**src/rtl/core/zcgl_pkg.sv**
```systemverilog
package zcgl_pkg;

  localparam int SAMPLE_W = 16;
  localparam int CFG_W    = 11;
  localparam int IDX_W    = 4;
  localparam int FRAC_ONE = 1024;

  // Command codes as they arrive on the request channel
  localparam logic [1:0] CMD_TICK    = 2'd0;
  localparam logic [1:0] CMD_TOGGLE  = 2'd1;
  localparam logic [1:0] CMD_RESTART = 2'd2;
  localparam logic [1:0] CMD_APPLY   = 2'd3;

  typedef enum logic [1:0] {
    OP_TICK    = 2'd0,
    OP_TOGGLE  = 2'd1,
    OP_RESTART = 2'd2,
    OP_APPLY   = 2'd3
  } op_e;

  typedef enum logic [1:0] {
    MODE_WAITING   = 2'd0,
    MODE_RECORDING = 2'd1,
    MODE_PLAYING   = 2'd2
  } mode_e;

  typedef enum logic [1:0] {
    CFG_START_BASE    = 2'd0,
    CFG_START_SPREAD  = 2'd1,
    CFG_LENGTH_BASE   = 2'd2,
    CFG_LENGTH_SPREAD = 2'd3
  } cfg_idx_e;

  typedef enum logic [3:0] {
    ST_IDLE,
    ST_GRAIN_RD,
    ST_GRAIN_OUT,
    ST_PASS,
    ST_RECORD,
    ST_STOP,
    ST_MUL,
    ST_PROD,
    ST_DIV_GO,
    ST_DIV_WAIT,
    ST_START_FIRST,
    ST_START_WALK,
    ST_END_FIRST,
    ST_END_WALK,
    ST_STORE,
    ST_RESTART
  } state_e;

  typedef struct packed {
    op_e                        op;
    logic signed [SAMPLE_W-1:0] sample;
  } req_t;

  // Head of the request queue as seen by the back end
  typedef struct packed {
    logic valid;
    req_t req;
  } q_head_t;

  typedef struct packed {
    logic [IDX_W-1:0]           grain_index;
    logic signed [SAMPLE_W-1:0] sample;
    logic                       from_grain;
    logic                       last;
  } res_t;

endpackage

```
**src/rtl/core/zcgl_front.sv**
```systemverilog
module zcgl_front import zcgl_pkg::*; (
  input  logic                       clk_i,
  input  logic                       rst_ni,
  input  logic                       in_valid_i,
  output logic                       in_ready_o,
  input  logic [1:0]                 command_i,
  input  logic signed [SAMPLE_W-1:0] sample_in_i,
  output q_head_t                    head_o,
  input  logic                       pop_i
);

  req_t       ent_q [2];
  logic       wr_ptr_q, rd_ptr_q;
  logic [1:0] cnt_q;
  req_t       req_new;
  logic       push;

  // Classify the command; the sample only matters on audio ticks
  always_comb begin
    req_new.sample = '0;
    case (command_i)
      CMD_TICK: begin
        req_new.op     = OP_TICK;
        req_new.sample = sample_in_i;
      end
      CMD_TOGGLE:  req_new.op = OP_TOGGLE;
      CMD_RESTART: req_new.op = OP_RESTART;
      CMD_APPLY:   req_new.op = OP_APPLY;
      default:     req_new.op = OP_TICK;
    endcase
  end

  assign in_ready_o = (cnt_q != 2'd2);
  assign push       = in_valid_i && in_ready_o;

  assign head_o.valid = (cnt_q != 2'd0);
  assign head_o.req   = ent_q[rd_ptr_q];

  // Hold requests in a two-entry queue
  always_ff @(posedge clk_i) begin
    if (push) ent_q[wr_ptr_q] <= req_new;
  end

  always_ff @(posedge clk_i or negedge rst_ni) begin
    if (!rst_ni) begin
      wr_ptr_q <= 1'b0;
      rd_ptr_q <= 1'b0;
      cnt_q    <= 2'd0;
    end else begin
      if (push) wr_ptr_q <= !wr_ptr_q;
      if (pop_i) rd_ptr_q <= !rd_ptr_q;
      case ({push, pop_i})
        2'b10:   cnt_q <= cnt_q + 2'd1;
        2'b01:   cnt_q <= cnt_q - 2'd1;
        default: cnt_q <= cnt_q;
      endcase
    end
  end

endmodule

```
**config.mk**
```make
export PLATFORM = sky130hd
export DESIGN_NAME = zcgl_front
export DESIGN_NICKNAME = d
export VERILOG_FILES = /design/src/rtl/core/zcgl_pkg.sv /design/src/rtl/core/zcgl_front.sv
export SDC_FILE = /design/constraint.sdc
export NUM_CORES = 1
export LEC_CHECK = 0
export BUFFER_PORTS_ARGS = -buffer_cell sky130_fd_sc_hd__buf_2
export CORE_ASPECT_RATIO = 0.6
export CORE_MARGIN = 5
export CORE_UTILIZATION = 42
export DETAILED_ROUTE_END_ITERATION = 6
export GPL_ROUTABILITY_DRIVEN = 0
export GPL_TIMING_DRIVEN = 0
export PLACE_DENSITY = 0.65
export SLEW_MARGIN = 30
export SYNTH_ARGS = -nofsm -noshare
export SYNTH_HDL_FRONTEND = slang
export SYNTH_SLANG_ARGS = --single-unit
export TNS_END_PERCENT = 10
```
**constraint.sdc**
```tcl
create_clock -name clk_i -period 3.2 [get_ports clk_i]
set_input_delay 0.64 -clock clk_i [delete_from_list [all_inputs] [get_ports clk_i]]
set_output_delay 0.64 -clock clk_i [all_outputs]
set_load 0.05 [all_outputs]
```
==> results of run 1 <==
## final cells by class
cell class	instances	area [sq um]	share of cell area, %
clock buffer	5	68.82	3.380
clock inverter	2	7.507	0.3688
buffer	5	48.80	2.397
timing repair buffer	42	216.5	10.63
tap	47	58.81	2.889
sequential	40	1181	58.02
multi-input combinational	47	454.2	22.31
## power by group through the flow
stage               Clock, mW  Combinational (mW)  Sequential [mW]
detailed placement          0                1.00            0.793
global route            0.332                1.05            0.794
CTS                     0.305                1.01            0.782
floorplan                   0               0.812            0.775
global placement            0               0.984            0.782
finish                  0.294               0.992            0.780
## state kept, by name (all words and copies together) (netlist names)
name / flops
cnt_q: 2
ent_q: 36
rd_ptr_q: 1
wr_ptr_q: 1
## placed cells by master, fill, tap and decap left out, types with 2 or more instances in the layout
master and n:
buf_2 41, edfxtp_1 36, mux2_2 9, buf_6 2, and2_1 2, clkbuf_8 5, mux2_4 9, dfrtp_1 4
xor2_1 2, xnor2_1 3, and2_2 14, nor2_1 2, clkinv_1 2
## path summary, 6_finish.rpt
path | start | cells past startpoint | slack [ns] | end
worst min-delay path | rst_ni | 1 | 0.15 | cnt_q[1]
min in group clk_i | wr_ptr_q | 1 | 0.51 | wr_ptr_q
worst max register to register | cnt_q[0] | 4 | 1.47 | ent_q[0][10]
worst min register to register | wr_ptr_q | 1 | 0.51 | wr_ptr_q
worst max-delay path | rd_ptr_q | 4 | 1.08 | head_o[10]
max in group asynchronous | rst_ni | 1 | 2.93 | rd_ptr_q
## metrics by stage
stage	util (%)	power, mW	hold slack (ns)	setup WS [ns]
global placement	51.68	1.766	0.4455	0.7398
CTS	54.07	2.097	0.1455	1.066
floorplan	-	1.588	0.3444	1.266
detailed placement	52.04	1.798	0.4471	1.278
finish	54.07	2.066	0.1505	1.082
global route	54.07	2.176	0.1359	1.027
## cell families (layout without fill, tap and decap cells)
logic type               after synthesis  after routing  synth area share [%]
flip-flops                            40             40                 70.24
AND/OR/NAND/NOR                       23             23                 9.449
multiplexers                          18             18                 14.06
XOR/XNOR                               5              5                 2.605
buffers and inverters                  5             54                 2.901
adder cells (fa/ha/maj)                1              1                0.7439
## per-layer routing
metal | part of all wire, % | track usage, %
met1 | 45 | 14.40
met2 | 48 | 19.21
met3 | 6.7 | 5.330
met4 | 0.41 | 3.805
met5 | 0 | 0
==> flow_summary.ini, run 1 <==
[synth]
yosysTopAreaCellShare_pct = 64.29
ys_top_cells_by_area = edfxtp_1 (64%), mux2_4 (8.0%), and2_2 (6.3%)
synth_edf_count = 36
synthFlopType = edfxtp_1
synth_top_cell_by_area = edfxtp_1
synth-async-reset-ratio_pct = 10.00
ys_seq_elements = 40
ys.warnings.count = 0
syn_inst = 92
yosysMostFrequentCell = edfxtp_1
yosysSeqAreaShare_pct = 70.24
synth_area_per_cell_sq_um = 18.28
syn-cell-area_sq_mm = 0.001682
ys_types = 19
syn_nets = 115
synth.top_cells.by_count = edfxtp_1 (36), and2_2 (14), mux2_2 (9), mux2_4 (9), dfrtp_1 (4)

[floorplanning]
die_x_um = 91.69
chipHeight_um = 59.02
io_pins = 42
initial_utilization_pct = 44.67
dieArea_sq_mm = 0.005411
row_count = 17
fp.coreArea_sq_mm = 0.003765

[worst_setup_path]
worstPathArrival_ns = 1.48
path_buf_inv = 3
crit_chain = buf_6 -> buf_12 -> mux2_4 -> buf_2
worstSetupPathType = flop to output pin
max_stage_delay_ns = 0.38
cp_max_fo = 10
startpoint_type = flop
critPathRequiredTime_ns = 2.56
end_kind = output pin
cpMaxStageDelayCell = dfrtp_1
critPathTopFamily = buffers and inverters

[finish]
instances_no_fill = 188
syn_to_final_growth_pct = 21.06
fill_cells = 322
fin_area_sq_mm = 0.002036
drive_above_1_share_pct = 60.28
diodes = 0
final_nets = 164

[power]
p_clk_share_pct = 14.3
irDropWorstVdd_uv = 383.5
pwr-share-comb_pct = 48.0
p_per_area_mw_per_mm2 = 1015
internal-power_mw = 1.200
p_switching_mw = 0.8661
p_leak_nw = 0.8346
seqPwrFrac_pct = 37.8
p_sw_share_pct = 41.92

[grt]
grtUsageTotal_pct = 11.85
grt_max_degree = 19
grt_pass1_vias = 986
antenna_found_initial = 0
grt_first_pass_wirelength_um = 4698
grt_overflow = 0

[timing]
relSlewSlack_pct = 40.76
setup_viol_count_final = 0
setup-tns-final_ns = 0
fin_crit_sh_pct = 66.19
maxSlewViolCount = 0
hold_violations = 0
rsz0062_at_grt = false
clock-skew-final_ns = 0.001306
max_freq_mhz = 472.2
finalCriticalPeriod_ns = 2.118
worst_pin_slew_ns = 0.8885

[placed_design]
placed_area_sq_mm = 0.001959
numPortBuffers = 41
dp_cells = 181
place_hpwl_um = 2153

[cts]
cts_buffer_depth = 2
clock_sinks = 40
cts_hold_buf = 0
cts_resized = 0
cts_buffers = 5
clock_latency_ns = 0.28
cts_tree = built
path_clk_slew_ns = 0.07
post_cts_buffers = 0
cts-root-buf = clkbuf_8
cts-htree-levels = 2

[route]
routedWlPerCell_um = 15.64
drt-total-wl_um = 2940
viasPerCell = 4.628
first_pass_iters = 4
dr_total_vias = 870
ant_nets = 0
drc_errors = 0
drtIter0Drc = 30

[worst_hold_path]
min_path_type = input pin to async pin

[flow_run]
max_cap_violations = 0

[outcome]
status = complete, no violations
(Power assumes the default switching activity.)
==> inputs of run 2 (changes only) <==
clock period = 2 ns   (was 3.2 ns; I/O delays follow)
==> run 2 against run 1 <==
Compared with the run above:
- clock power grew 61%
- via count grew 1.0%
- sequential power grew 60%
- clock-buffer cell count is the same
- clock skew is essentially flat
- non-clock buffer count grew 1
- cell area grew 0.49%
- critical path type unchanged
- largest power group unchanged
==> flow_summary.ini, run 2 (synthesis results as in run 1) <==
[finish]
final_nets = 165
reg_top3 = ent_q x36, cnt_q x2
max_flop_register = ent_q
syn_to_final_growth_pct = 21.65
final_cell_mix = buf_2 (41), edfxtp_1 (36), and2_2 (14)
fin_area_sq_mm = 0.002046
final_common_cell = buf_2
instances_no_fill = 189
drive_above_1_share_pct = 59.86
diodes = 0
largest_reg_flops = 36

[placed_design]
numPortBuffers = 41
place_hpwl_um = 2153
placed_area_sq_mm = 0.001959
dp_cells = 181

[timing]
hold_violations = 0
worst_pin_slew_ns = 0.8898
rsz0062_at_grt = false
relSlewSlack_pct = 40.68
setup_viol_count_final = 0
maxSlewViolCount = 0
fin_crit_sh_pct = 93.95
finalCriticalPeriod_ns = 1.879
clock-skew-final_ns = 0.001403
max_freq_mhz = 532.2

[grt]
grt_max_degree = 19
grtUsageTotal_pct = 12.02
grt_pass1_vias = 992
antenna_found_initial = 0
grt_first_pass_wirelength_um = 4747
grt_overflow = 0

[worst_setup_path]
startpoint_type = flop
r2r_end = ent_q[0][10]
worstPathArrival_ns = 1.48
reg2reg_slack_ns = 0.27
cpMaxStageDelayCell = dfrtp_1
reg2reg_depth = 4
critPathRequiredTime_ns = 1.60
cp_max_fo = 10
crit_chain = buf_6 -> buf_12 -> mux2_4 -> buf_2
end_kind = output pin
r2r_start = cnt_q[0]
max_stage_delay_ns = 0.38
worstSetupPathType = flop to output pin

[route]
routedWlPerCell_um = 15.80
drtIter0Drc = 30
drt-total-wl_um = 2986
first_pass_iters = 4
drc_errors = 0
viasPerCell = 4.651
ant_nets = 0
dr_total_vias = 879

[worst_hold_path]
min_path_type = input pin to flop
min_to = rd_ptr_q
holdCritStartpoint = pop_i
whs_path_depth = 2

[floorplanning]
row_count = 17
die_x_um = 91.69
initial_utilization_pct = 44.67
io_pins = 42
fp.coreArea_sq_mm = 0.003765
dieArea_sq_mm = 0.005411
chipHeight_um = 59.02

[power]
p_sw_share_pct = 41.94
irDropWorstVdd_uv = 613.7
p_leak_nw = 0.8388
pwr-share-comb_pct = 48.0
internal-power_mw = 1.921
p_switching_mw = 1.388
seqPwrFrac_pct = 37.7
p_per_area_mw_per_mm2 = 1617
p_clk_share_pct = 14.3

[cts]
cts_buffers = 5
clock_sinks = 40
clock_latency_ns = 0.28
cts_buffer_depth = 2
cts-root-buf = clkbuf_8
post_cts_buffers = 0
cts_tree = built
cts-htree-levels = 2
path_clk_slew_ns = 0.07

[flow_run]
max_cap_violations = 0

[outcome]
status = complete, no violations
## run 2: cell count changes in the layout (fill, tap and decap cells not counted), sizes merged
cell | before | now
dlygate4sd3 | 0 | 1
## run 2: power by group through the flow
stage               clock network [mW]  logic (mW)  registers (mW)
floorplan                            0        1.30            1.24
global placement                     0        1.57            1.25
detailed placement                   0        1.61            1.27
CTS                              0.487        1.62            1.25
global route                     0.531        1.68            1.27
finish                           0.472        1.59            1.25
## run 2: worst max-delay path: cells and delay by family, from the launching register on
kind | cells | cell delay, ns
buf+inv | 3 | 0.51
mux | 1 | 0.30
flops | 1 | 0.38
## run 2: worst max-delay path by stage
stage	slack [ns]	end	cells past startpoint	startpoint
after floorplan	0.07	ent_q[0][0]	3	cnt_q[0]
after global placement	-0.28	ent_q[0][5]	3	cnt_q[0]
after detailed placement	0.23	ent_q[0][7]	4	cnt_q[0]
after CTS	0.11	head_o[10]	4	rd_ptr_q
after global routing	0.07	head_o[10]	4	rd_ptr_q
final	0.12	head_o[10]	4	rd_ptr_q
## run 2: final cells by class
type / count / area [sq um]
multi-input cells: 47 / 454.2
flip-flops and latches: 40 / 1181
plain buffers: 5 / 48.80
repair buffers: 43 / 226.5
clock inverters: 2 / 7.507
well taps: 47 / 58.81
fillers: 321 / 1719
clock buffers: 5 / 68.82
## run 2: layer usage
layer  GRT usage [%]  wire length [um]  vias up
li1                -                 -      430
met1           14.40              1337      416
met2           19.83              1446       31
met3           5.330               189        2
met4           3.805                12        0
met5               0                 0        -
## run 2: per-stage QoR
step	hold slack, ns	utilization [%]	setup TNS [ns]	setup WS, ns	power, mW
finish	0.3316	54.34	0	0.1210	3.309
global route	0.3282	54.34	0	0.06678	3.483
CTS	0.3275	54.34	0	0.1056	3.357
detailed placement	0.2071	52.04	0	0.2316	2.877
global placement	0.2055	51.68	-4.976	-0.2770	2.826
floorplan	0.1044	-	0	0.06561	2.540
## run 2: what timing repair did
item                      CTS  global route
hold endpoints to repair    4             0
resized for setup           0             0
hold buffers                1             0
